--- src/rtl/bpk_pkg.sv ---
package bpk_pkg;

  localparam int BYTE_W      = 8;
  localparam int FWIDTH_W    = 4;
  localparam logic [FWIDTH_W-1:0] FREE_RESET = 4'd8;
  localparam logic [FWIDTH_W-1:0] FIELD_MAX  = 4'd8;
  localparam logic [BYTE_W-1:0]   BYTE_ONES  = 8'hFF;

  // bytes one item leaves behind, ahead of the output register
  typedef struct packed {
    logic [BYTE_W-1:0] byte0;  // first byte of the burst
    logic [BYTE_W-1:0] byte1;  // flushed partial byte when a full byte came first
    logic              reach;  // the burst ends the instruction's byte count
  } emit_desc_t;

endpackage

--- src/rtl/bpk_field_merge.sv ---
module bpk_field_merge #(
  parameter int MAX_INSTR_BYTES = 8
) (
  input  logic [bpk_pkg::BYTE_W-1:0]     partial_byte,
  input  logic [bpk_pkg::FWIDTH_W-1:0]   free_bits,
  input  logic [$clog2(MAX_INSTR_BYTES+1)-1:0] bytes_emitted,
  input  logic [7:0]                     field_value,
  input  logic [3:0]                     field_width,
  input  logic [3:0]                     instruction_bytes,
  input  logic                           last_field,
  output logic [bpk_pkg::BYTE_W-1:0]     partial_byte_next,
  output logic [bpk_pkg::FWIDTH_W-1:0]   free_bits_next,
  output logic [$clog2(MAX_INSTR_BYTES+1)-1:0] bytes_emitted_next,
  output logic [$clog2(MAX_INSTR_BYTES+1)-1:0] emit_count,
  output bpk_pkg::emit_desc_t            desc
);

  localparam int CW = $clog2(MAX_INSTR_BYTES + 1);
  localparam int LW = (CW > 4) ? CW : 4;

  logic [LW-1:0]                   ib_ext;
  logic [LW-1:0]                   lim_ext;
  logic [CW-1:0]                   lim;
  logic [bpk_pkg::FWIDTH_W-1:0]    w;
  logic [bpk_pkg::BYTE_W-1:0]      bits;
  logic [bpk_pkg::FWIDTH_W-1:0]    rest;
  logic [bpk_pkg::BYTE_W-1:0]      full;
  logic                            has_full;
  logic [bpk_pkg::BYTE_W-1:0]      part_m;
  logic [bpk_pkg::FWIDTH_W-1:0]    free_m;
  logic [CW-1:0]                   em_m;
  logic [CW-1:0]                   em_fin;
  logic [CW-1:0]                   flush_cnt;

  // clamp the byte count to 1..MAX_INSTR_BYTES and the width to 0..8
  assign ib_ext  = LW'(instruction_bytes);
  assign lim_ext = (ib_ext == '0) ? LW'(1) :
                   (ib_ext > LW'(MAX_INSTR_BYTES)) ? LW'(MAX_INSTR_BYTES) : ib_ext;
  assign lim     = lim_ext[CW-1:0];
  assign w       = (field_width > bpk_pkg::FIELD_MAX) ? bpk_pkg::FIELD_MAX : field_width;
  assign bits    = (w == '0) ? '0 :
                   (field_value & (bpk_pkg::BYTE_ONES >> (bpk_pkg::FREE_RESET - w)));

  always_comb begin
    rest      = '0;
    full      = '0;
    has_full  = 1'b0;
    part_m    = partial_byte;
    free_m    = free_bits;
    em_m      = bytes_emitted;
    if (w != '0 && bytes_emitted < lim) begin
      if (w < free_bits) begin
        part_m = partial_byte | (bits << (free_bits - w));
        free_m = free_bits - w;
      end else begin
        rest     = w - free_bits;
        full     = partial_byte | (bits >> rest);
        has_full = 1'b1;
        em_m     = bytes_emitted + CW'(1);
        part_m   = '0;
        free_m   = bpk_pkg::FREE_RESET;
        if (rest != '0 && em_m < lim) begin
          part_m = bits << (bpk_pkg::FREE_RESET - rest);
          free_m = bpk_pkg::FREE_RESET - rest;
        end
      end
    end
  end

  // flush the partial byte and pad with zeros up to the count
  always_comb begin
    flush_cnt          = '0;
    em_fin             = em_m;
    partial_byte_next  = part_m;
    free_bits_next     = free_m;
    bytes_emitted_next = em_m;
    if (last_field) begin
      if (em_m < lim) begin
        flush_cnt = lim - em_m;
        em_fin    = lim;
      end
      partial_byte_next  = '0;
      free_bits_next     = bpk_pkg::FREE_RESET;
      bytes_emitted_next = '0;
    end
  end

  assign emit_count  = flush_cnt + CW'(has_full);
  assign desc.byte0  = has_full ? full : part_m;
  assign desc.byte1  = has_full ? part_m : '0;
  assign desc.reach  = (em_fin >= lim);

endmodule

--- src/rtl/variable_width_bit_packer_core.sv ---
// msb-first bit field packer
//
// input channel: in_valid / in_ready with field_value, field_width,
// instruction_bytes and last_field. each item is a field of 0 to 8 bits
// that is merged into a partial byte, most significant bit first
// output channel: out_valid / out_ready with out_byte and last_byte, zero
// or more packed bytes per item; last_byte marks the byte that completes the
// instruction's byte count
// config channel: cfg_valid / cfg_ready with emit_enable, always ready;
// with emit_enable low fields still pack into the state but no bytes leave
// a byte caused by an item is on the output the cycle after the item is
// taken. one item per cycle while the receiver is ready and each item causes
// at most one byte; an item that ends an instruction holds the output
// register with each byte it causes in turn (flush plus zero padding, up
// to MAX_INSTR_BYTES), and the next item waits for that burst to drain.
// in_ready depends on out_ready only when the last byte of a burst leaves
// reset: empty partial byte, eight free bits, no bytes emitted, emit_enable
// high, output register empty
// a stalled receiver holds the current byte; the next item is taken in the
// same cycle that the last pending byte is taken
module variable_width_bit_packer_core #(
  parameter int MAX_INSTR_BYTES = 8
) (
  input  logic       clk,
  input  logic       rst,
  input  logic       in_valid,
  output logic       in_ready,
  input  logic [7:0] field_value,
  input  logic [3:0] field_width,
  input  logic [3:0] instruction_bytes,
  input  logic       last_field,
  output logic       out_valid,
  input  logic       out_ready,
  output logic [7:0] out_byte,
  output logic       last_byte,
  input  logic       cfg_valid,
  output logic       cfg_ready,
  input  logic       emit_enable
);

  localparam int CW = $clog2(MAX_INSTR_BYTES + 1);

  // packing state
  logic                         enable;
  logic [bpk_pkg::BYTE_W-1:0]   partial_byte;
  logic [bpk_pkg::FWIDTH_W-1:0] free_bits;
  logic [CW-1:0]                bytes_emitted;

  logic [bpk_pkg::BYTE_W-1:0]   partial_byte_next;
  logic [bpk_pkg::FWIDTH_W-1:0] free_bits_next;
  logic [CW-1:0]                bytes_emitted_next;
  logic [CW-1:0]                emit_count;
  bpk_pkg::emit_desc_t          desc;

  // output register: the burst still to be delivered
  logic [bpk_pkg::BYTE_W-1:0]   byte0;
  logic [bpk_pkg::BYTE_W-1:0]   byte1;
  logic [CW-1:0]                remain;
  logic                         reach;

  logic in_fire;
  logic out_fire;

  bpk_field_merge #(
    .MAX_INSTR_BYTES(MAX_INSTR_BYTES)
  ) u_merge (
    .partial_byte       (partial_byte),
    .free_bits          (free_bits),
    .bytes_emitted      (bytes_emitted),
    .field_value        (field_value),
    .field_width        (field_width),
    .instruction_bytes  (instruction_bytes),
    .last_field         (last_field),
    .partial_byte_next  (partial_byte_next),
    .free_bits_next     (free_bits_next),
    .bytes_emitted_next (bytes_emitted_next),
    .emit_count         (emit_count),
    .desc               (desc)
  );

  // free when empty, or when the final pending byte leaves this cycle
  assign in_ready  = (remain == '0) || (remain == CW'(1) && out_ready);
  assign in_fire   = in_valid && in_ready;
  assign out_valid = (remain != '0);
  assign out_fire  = out_valid && out_ready;
  assign out_byte  = byte0;
  assign last_byte = reach && (remain == CW'(1));
  assign cfg_ready = 1'b1;

  always_ff @(posedge clk) begin
    if (rst) begin
      enable <= 1'b1;
    end else if (cfg_valid) begin
      enable <= emit_enable;
    end
  end

  always_ff @(posedge clk) begin
    if (rst) begin
      partial_byte  <= '0;
      free_bits     <= bpk_pkg::FREE_RESET;
      bytes_emitted <= '0;
    end else if (in_fire) begin
      partial_byte  <= partial_byte_next;
      free_bits     <= free_bits_next;
      bytes_emitted <= bytes_emitted_next;
    end
  end

  // remaining count is control; the byte slots are payload
  always_ff @(posedge clk) begin
    if (rst) begin
      remain <= '0;
    end else if (in_fire) begin
      remain <= enable ? emit_count : '0;
    end else if (out_fire) begin
      remain <= remain - CW'(1);
    end
  end

  // after the first two bytes of a burst only zero padding follows
  always_ff @(posedge clk) begin
    if (in_fire) begin
      byte0 <= desc.byte0;
      byte1 <= desc.byte1;
      reach <= desc.reach;
    end else if (out_fire) begin
      byte0 <= byte1;
      byte1 <= '0;
    end
  end

endmodule
--- config.mk ---
export PLATFORM = sky130hd
export DESIGN_NAME = variable_width_bit_packer_core
export DESIGN_NICKNAME = d
export VERILOG_FILES = /design/src/rtl/bpk_pkg.sv /design/src/rtl/bpk_field_merge.sv /design/src/rtl/variable_width_bit_packer_core.sv
export SDC_FILE = /design/constraint.sdc
export NUM_CORES = 1
export LEC_CHECK = 0
export BUFFER_PORTS_ARGS = -buffer_cell sky130_fd_sc_hd__clkbuf_2
export CAP_MARGIN = 10
export CORE_MARGIN = 2
export CORE_UTILIZATION = 55
export DETAILED_ROUTE_END_ITERATION = 7
export PLACE_DENSITY = 0.78
export SLEW_MARGIN = 20
export SYNTH_ARGS = -nofsm -noshare
export SYNTH_HDL_FRONTEND = slang
export SYNTH_SLANG_ARGS = --single-unit
--- constraint.sdc ---
create_clock -name clk -period 4.6 [get_ports clk]
set_clock_uncertainty 0.2 [all_clocks]
set_input_delay 0.23 -clock clk [delete_from_list [all_inputs] [get_ports clk]]
set_output_delay 0.23 -clock clk [all_outputs]
set_load 0.02 [all_outputs]
Yosys cells after proc, flatten, opt, wreduce, memory -nomap -nowiden
Cells that the tools add are included.

Bits in registers: 38. Output and inout port bits: 12. Logic and storage cells: 79. ROM bits: 0. Input port bits: 23. Latch bits: 0. RAM bits: 0. Memories kept: 0.

Equality and inequality tests: 1. Add/sub/neg operators: 8. Multiply operators: 0. Div/mod/pow operators: 0. $lt $le $gt $ge: 7. Reductions and logical operators: 16. Shifts and indexed selects: 4. Bitwise gates (word level): 3. Muxes and demuxes: 32.

Operators by type and width (count): $mux 8 (13); $mux 4 (17); $lt 4x4->1 (4); $or 8x8->8 (2); $shl 8x4->8 (2); $logic_not 4->1 (3); $reduce_bool 4->1 (3); $sub 4x4->4 (3); $and 8x8->8 (1); $gt 4x4->1 const B (2); $shr 8x4->8 (1); $shr 8x4->8 const A (1); $sub 4x4->4 const A (2); $logic_and 1x1->1 (6); $add 4x1->4 (1); $add 4x1->4 const B (1); $eq 4x1->1 const B (1); $ge 4x4->1 (1); $reduce_bool 2->1 (2); $sub 4x1->4 const B (1); $mux 1 (2); $reduce_and 2->1 (1); $logic_or 1x1->1 (1).

Longest topological paths before layout
Gate-level depths: netlist (run 1).

Depth in word-level cells: 12. Depth in mapped cells: 22. Gate-level depth less buffers: 22.

Cells and area by module
Synthesis (run 1) repeated with hierarchy kept, for this count alone.

Cells, all modules: 505. Area, all modules: 3881.2 µm².

Modules (own cells, without submodules): bpk_field_merge (cells an instance 343, seq. area each 0.0 µm², area each 2312.2 µm², times used 1); variable_width_bit_packer_core (cells an instance 162, seq. area each 930.9 µm², area each 1569.0 µm², times used 1).

Worst setup path before layout (run 1)
OpenSTA, ideal clock, no wires.

Path kind: input to register. Start: input field_width[3]. End: register reach, data pin. Library setup time: 0.257 ns. Arrival: 3.855 ns. Path slack: 0.288 ns. Cell stages on the path: 21. Cells stage by stage: nand2b_1 ha_1 inv_1 fa_1 nand3_1 a211oi_1 nand2_1 xnor2_1 ha_1 inv_1 fa_1 a21oi_1 nor2b_1 o211ai_1 mux2i_1 ha_1 nand2b_1 a21oi_1 nor2b_1 o21ai_0 nand2b_1.

RTL lines: start, declared (RTL line variable_width_bit_packer_core.sv:29) `input logic [3:0] field_width,`; end signal, assigned (RTL line variable_width_bit_packer_core.sv:126) `reach <= desc.reach;`; end, declared (RTL line variable_width_bit_packer_core.sv:59) `logic reach;`.

Worst setup path in the final report (run 1)
Start: register free_bits[1] (netlist name). End: register remain[2].

Longest elaborated chain between the ends: 9. Elaborated cells between the ends (all ways): 12. Those cells by class: add/sub (2); order compare (2); mux (8).

RTL lines: start, declared (RTL line variable_width_bit_packer_core.sv:46) `logic [bpk_pkg::FWIDTH_W-1:0] free_bits;`; start signal, assigned (RTL line variable_width_bit_packer_core.sv:101) `free_bits <= bpk_pkg::FREE_RESET;`; start signal, assigned (RTL line variable_width_bit_packer_core.sv:105) `free_bits <= free_bits_next;`; $lt 4x4->1 * (RTL line bpk_field_merge.sv:52) `if (w < free_bits) begin`; $mux 4 (RTL line bpk_field_merge.sv:52); $mux 4 (RTL line bpk_field_merge.sv:51) `if (w != '0 && bytes_emitted < lim) begin`; $sub 4x4->4 / $lt 4x4->1 (equally long branches) (RTL line bpk_field_merge.sv:79, bpk_field_merge.sv:78); $mux 4 (RTL line bpk_field_merge.sv:78) `if (em_m < lim) begin`; $mux 4 (RTL line bpk_field_merge.sv:77) `if (last_field) begin`; $add 4x1->4 * (RTL line bpk_field_merge.sv:88) `assign emit_count = flush_cnt + CW'(has_full);`; $mux 4 * (RTL line variable_width_bit_packer_core.sv:115) `remain <= enable ? emit_count : '0;`; $mux 4 * (RTL line variable_width_bit_packer_core.sv:114) `end else if (in_fire) begin`; end signal, assigned (RTL line variable_width_bit_packer_core.sv:115); end signal, assigned (RTL line variable_width_bit_packer_core.sv:117) `remain <= remain - CW'(1);`; end, declared (RTL line variable_width_bit_packer_core.sv:58) `logic [CW-1:0] remain;`.

Every way passes the cells marked *; elsewhere a longest branch is shown, timed or not. A chain may end at the register's enable or synchronous reset.

==> results of run 1 <==
report_power, final:
group	internal, mW	switching (mW)
logic	0.385	0.695
registers	0.480	0.0353
clock network	0.104	0.122
stage by stage:
| stage | area [um2] | setup WS [ns] | std cells | hold WS, ns | utilization |
|---|---|---|---|---|---|
| after floorplan | 3680 | 0.288 | 453 | 0.158 | - |
| after global placement | 3930 | 0.221 | 552 | 0.242 | 0.612 |
| after detailed placement | 3930 | 0.0355 | 552 | 0.256 | 0.612 |
| after CTS | 4030 | 0.271 | 562 | 0.161 | 0.627 |
| after global routing | 4040 | 0.0307 | 563 | 0.184 | 0.629 |
| final | 4040 | 0.348 | 563 | 0.160 | 0.629 |
area by class of cell:
class,count,area share
Clock inverter,2,0.00217
Tap cell,77,0.0238
Inverter,27,0.0251
Timing Repair Buffer,48,0.0700
Sequential cell,38,0.230
Clock buffer,6,0.0180
Multi-Input combinational cell,365,0.631
kinds of logic after synthesis:
group / share of synthesized area
AND/OR/NAND/NOR: 0.241
AO/OA/AOI/OAI: 0.236
buffers and inverters: 0.0561
flip-flops: 0.253
adder cells (fa/ha/maj): 0.125
multiplexers: 0.0520
XOR/XNOR: 0.0360
other: 0.00102
flip-flops by register name, summed over array words and instances, names as in the netlist:
register and count:
remain 4, reach 1, enable 1, free_bits 4, bytes_emitted 4, partial_byte 8
byte1 8, out_byte 8
how the worst min path moves through the flow:
stage	depth (start not counted)	end	from
final	2	remain[0]	rst
after global routing	4	partial_byte[4]	last_field
after CTS	2	remain[0]	rst
after detailed placement	3	enable	emit_enable
after global placement	3	enable	emit_enable
after floorplan	2	enable	emit_enable
cells in the final DEF (no fill, tap or decap), types with 7 or more instances in the layout:
master,netlist,routed
nor2_1,45,45
nand2_1,35,35
clkbuf_2,0,33
ha_1,32,32
a21oi_1,28,28
inv_1,25,25
o21ai_0,25,25
dfxtp_1,21,21
edfxtp_1,17,17
nand2b_1,15,15
nand3_1,15,15
buf_4,1,13
nor3_1,12,12
a31oi_1,11,11
and2_1,9,9
mux2i_1,9,9
a21o_1,7,7
xnor2_1,7,7
metal layers:
metal | global-route usage | up-vias
li1 | - | 1758
met1 | 0.391 | 1697
met2 | 0.436 | 172
met3 | 0.0443 | 21
met4 | 0.0866 | 0
met5 | 0 | -
cells in the mapped netlist (6+ instances only):
master    count  share of area
a211oi_1      6          0.012
a21o_1        7          0.014
a21oi_1      28          0.038
a311oi_1      6          0.014
a31oi_1      11          0.019
and2_1        9          0.015
clkbuf_1     19          0.019
dfxtp_1      21           0.11
edfxtp_1     17           0.14
ha_1         32           0.11
inv_1        25          0.025
mux2i_1       9          0.024
nand2_1      35          0.036
nand2b_1     15          0.025
nand3_1      15          0.020
nand4_1       6          0.010
nor2_1       45          0.046
nor3_1       12          0.016
o21ai_0      25          0.034
xnor2_1       7          0.017
critical path: cells and delay by family, from the launching register on:
family          cells  cell delay (ns)
compound gates      4             0.73
buf+inv             4             0.40
simple gates        5             1.04
xor+xnor            1             0.16
flops               1             0.44
fa+ha+maj           4             1.22
timing repair:
action	4_1_cts	5_1_grt
resized for setup	0	1
hold endpoints to repair	1	0
hold buffers	2	0
setup buffers	0	1
setup endpoints to repair	0	2
==> flow_summary.yaml, run 1 <==
timing:
  period_share: 0.924
  finalCriticalPeriod_ns: 4.25
  rsz0062_at_grt: "no"
  max_freq_mhz: 235
  worst_slew_pin_slew_ns: 0.823
  finalHoldViolCount: 0
  drv_slew: 0
  setup_viol: 0
  fin_tns_setup_ns: 0
  relSlewSlack: 0.451
logic_synthesis:
  syn_inst: 453
  syn_area_per_cell_um2: 8.13
  synth_edf_count: 17
  ys_ff_latch: 38
  synth_area_um2: 3680
  synthFlopType: "dfxtp_1"
  yosys_warnings: 0
  async_flop_share: 0
  ys_seq_area_frac: 0.253
  synthesis.nets: 511
  yosysUniqueCellTypes: 70
drt:
  vias: 3648
  wl_met1_um: 4430
  wire_per_inst_um: 17.6
  drc: 4
  route.met3.wl_um: 788
  first_pass_iters: 8
  ant_nets: 0
  routed_via_density: 6.48
  wl_um: 9900
  drt-initial-drc-count: 375
  top_layer: "met4"
  wl_met2_um: 4510
critical_path:
  path_max_fanout: 4
  crit_start: "free_bits[1]"
  crit_path_cell_trace: "inv_1, fa_1, nand3_1, a211oi_2, nand2_1, xnor2_1, ha_1, inv_1, fa_1, a21oi_1, nor2b_1, o211ai_1, buf_4, inv_1, and2_1, ha_1, or4_1, a31oi_1"
  max_stage_delay_ns: 0.52
  critPathSlowestCell: "or4_1"
  r2r_cells: 18
  crit_top_cell: "inv_1"
  r2r_slack_ns: 0.35
  worstPathArrival_ns: 4.27
  required_ns: 4.62
  crit_path_end: "remain[2]"
  r2r_start: "free_bits[1]"
  crit_path_end_kind: "flip-flop"
  timing.rr.end: "remain[2]"
  critPathLaunchType: "flip-flop"
  crit_type: "flip-flop to flip-flop"
global_routing:
  grt_pass1_wl_um: 16400
  grt_antenna_before_repair: 0
  overflow: 0
  grt_max_degree: 29
  first_global_vias: 3358
  grtUsageTotal: 0.277
clock_tree:
  clock_latency_ns: 0.29
  clkTransAtPathRegs_ns: 0.08
  cts_sinks: 38
  cts.path.max_buffers: 2
  cts-root-buf: "clkbuf_8"
  cts_buffers: 5
  h-tree-depth: 2
  cts_tree: "yes"
place:
  gp_congestion: 1.01
  port_buffers: 33
  hpwl_um: 7720
die:
  die_area_um2: 7360
  ioPinCount: 35
  die_w_um: 85.8
  core_area_um2: 6420
  fp.dieH_um: 85.8
  rows: 29
  start_util: 0.573
hold_path:
  min-delay-path-class: "input pin to flip-flop"
final_layout:
  fill_cells: 579
  multi_input_area_um2: 2550
  seq_area_um2: 931
  drive_gt1_frac: 0.146
  area_delta_synth_final_pct: 9.79
  nets: 543
  diodes: 0
flow_run:
  cap_violations: 0
pwr:
  ir_drop_mv: 0.198
  p_leak_nw: 1.69
  cellPowerDensity_nw_per_um2: 451
  finalPower_mw: 1.82
status:
  violations: "design-rule violations"
  status: "finished with violations"
Note: power is estimated with default switching activity, not from simulation.
==> run 2, diff against run 1 <==
--- a/config.mk
+++ b/config.mk
@@ -5,6 +5,7 @@
 export SDC_FILE = /design/constraint.sdc
 export NUM_CORES = 1
 export LEC_CHECK = 0
+export ABC_AREA = 1
 export BUFFER_PORTS_ARGS = -buffer_cell sky130_fd_sc_hd__clkbuf_2
 export CAP_MARGIN = 10
 export CORE_MARGIN = 2
==> run 2 against run 1 <==
The flow now finishes without violations. Worst setup slack got worse by 0.12 ns. Cell count rose by 20%. Flip-flop and latch count did not move. Critical path type unchanged. Core utilization fell by 0.49 points. Critical path depth rose by 4. Die area rose by 2.5%. Sequential share of layout area fell by 0.84 points. First-iteration DRC count rose by 4.5%. Hold slack got worse by 0.018 ns. Sequential power rose by 8.9%.
==> flow_summary.yaml, run 2 <==
status:
  status: "complete, no violations"
drt:
  drc: 0
  first_pass_iters: 6
  routed_via_density: 5.78
  wl_met2_um: 4650
  wire_per_inst_um: 15.7
  wl_met1_um: 4870
  route.met3.wl_um: 799
  ant_nets: 0
  wl_um: 10600
  top_layer: "met4"
  drt-initial-drc-count: 392
  vias: 3888
die:
  start_util: 0.562
  die_w_um: 86.9
  rows: 30
  core_area_um2: 6720
  die_area_um2: 7550
  fp.dieH_um: 86.9
  ioPinCount: 35
critical_path:
  required_ns: 4.45
  path_max_fanout: 11
  critPathLaunchType: "flip-flop"
  worstPathArrival_ns: 4.22
  crit_path_end_kind: "flip-flop"
  crit_type: "flip-flop to flip-flop"
timing:
  finalCriticalPeriod_ns: 4.37
  finalWorstSetupSlack_ns: 0.227
  setup_viol: 0
  period_share: 0.951
  max_freq_mhz: 229
  relSlewSlack: 0.304
  hold-worst-slack_ns: 0.142
  worst_slew_pin_slew_ns: 1.04
  finalHoldViolCount: 0
  drv_slew: 0
final_layout:
  nets: 650
  diodes: 0
  finalNonFillerCells: 673
  layout_commonest_cell: "nand2_1"
  drive_gt1_frac: 0.160
  layout_common_cells: "nand2_1, nand3_1, inv_1, a21oi_1, clkbuf_2"
  area_delta_synth_final_pct: 11.1
logic_synthesis:
  synth_top_cell_area_share: 0.136
  yosysMostFrequentCell: "nand2_1"
  ys_seq_area_frac: 0.246
  yosysUniqueCellTypes: 47
  synth_area_leaders: "nand2_1, edfxtp_1, dfxtp_1, ha_1, nand3_1"
  synthesis.nets: 611
  synth_area_um2: 3780
  yosys_warnings: 0
  synth_area_leader_cell: "nand2_1"
  syn_area_per_cell_um2: 6.83
  ys_ff_latch: 38
  synth_common_cells: "nand2_1, nand3_1, inv_1"
  synth_edf_count: 17
  async_flop_share: 0
  syn_inst: 553
  synthFlopType: "dfxtp_1"
global_routing:
  grt_pass1_wl_um: 17000
  first_global_vias: 3548
  grtUsageTotal: 0.290
  overflow: 0
  grt_max_degree: 25
  grt_antenna_before_repair: 0
pwr:
  power_frac_comb: 0.676
  cellPowerDensity_nw_per_um2: 663
  switchingPower_mw: 1.45
  p_seq_frac: 0.202
  internal-power_mw: 1.33
  p_leak_nw: 2.05
  p_sw_frac: 0.522
  ir_drop_mv: 0.259
  clkPwrFrac: 0.122
place:
  pre_cts_slack_ns: -0.119
  hpwl_um: 8380
  gp_congestion: 1.01
  placedCellCount: 659
  port_buffers: 33
clock_tree:
  cts_sinks: 38
  cts_tree: "yes"
  h-tree-depth: 2
  clkTransAtPathRegs_ns: 0.08
  cts.path.max_buffers: 2
  cts-root-buf: "clkbuf_8"
  clock_latency_ns: 0.30
  cts_buffers: 5
flow_run:
  cap_violations: 0
hold_path:
  min-delay-path-class: "input pin to flip-flop"
[run 2: changes by cell type after synthesis, sizes merged, moves of 10 or more]
cell and delta:
a21oi +11, clkbuf -13, inv +51, nand2 +107, nand2b -15, nand3 +69
nor2 -11, nor3 -10, o21ai +14
[run 2: worst max-delay path, stage by stage, from the launching register on]
cell and delay, ns:
dfxtp_1 0.43, inv_1 0.12, fa_1 0.47, inv_1 0.13
o31ai_4 0.06, buf_4 0.18, nand4_4 0.10, buf_4 0.21
clkinv_2 0.13, o21ai_2 0.22, fa_1 0.24, nand2_1 0.07
inv_1 0.09, o21a_1 0.12, o21ai_0 0.13, nor2_2 0.30
nand2_1 0.12, o22ai_1 0.19, ha_1 0.27, inv_1 0.06
nor2_1 0.03, o211ai_1 0.14, nand3_1 0.10
[run 2: cell type report]
type                    instances  area, um2
multi-input cells             421       2470
inverters                      82        312
well taps                      80        100
clock inverters                 3       63.8
flip-flops and latches         38        931
clock buffers                   5       68.8
repair buffers                 44        253
fillers                       598       2520
[run 2: final timing paths]
| path | start | end | slack (ns) | depth (start not counted) |
|---|---|---|---|---|
| worst max-delay path | free_bits[1] | reach | 0.23 | 22 |
| worst min-delay path | rst | bytes_emitted[0] | 0.14 | 2 |
| worst max register to register | free_bits[1] | reach | 0.23 | 22 |
| worst min register to register | partial_byte[6] | partial_byte[6] | 0.27 | 2 |
[run 2: cells by family (layout without fill, tap and decap cells)]
family / Yosys count / in the layout / synth area share
adders and majority gates: 35 / 35 / 0.122
other: 1 / 1 / 0.000993
buffers and inverters: 94 / 134 / 0.101
DFF: 38 / 38 / 0.246
xor gates and xnor gates: 7 / 7 / 0.0232
and+or+nand+nor: 273 / 273 / 0.339
AOI/OAI and AO/OA: 105 / 105 / 0.167
[run 2: metal layers]
metal	vias to the layer above	track usage
met5	-	0
met4	0	0.0866
met3	26	0.0626
met2	168	0.446
met1	1770	0.408
li1	1924	-
[run 2: metrics by stage]
step / TNS [ns] / power [mW] / util / cell area [um2]
floorplan: 0 / 1.91 / - / 3780
global placement: 0 / 2.31 / 0.597 / 4010
detailed placement: -0.119 / 2.36 / 0.597 / 4010
CTS: 0 / 2.70 / 0.620 / 4160
global route: -0.00512 / 3.00 / 0.624 / 4200
finish: 0 / 2.78 / 0.624 / 4200
[run 2: what timing repair did]
action / 4_1_cts / 5_1_grt
hold endpoints to repair: 1 / 0
gates resized for setup: 0 / 1
setup endpoints to repair: 0 / 2
hold buffers: 2 / 0
setup buffers: 0 / 4
[run 2: power by group through the flow]
stage	Sequential, mW	Combinational (mW)	Clock, mW
global placement	0.562	1.74	0
global route	0.573	2.07	0.357
finish	0.561	1.88	0.340
floorplan	0.602	1.31	0
CTS	0.561	1.80	0.342
detailed placement	0.569	1.79	0
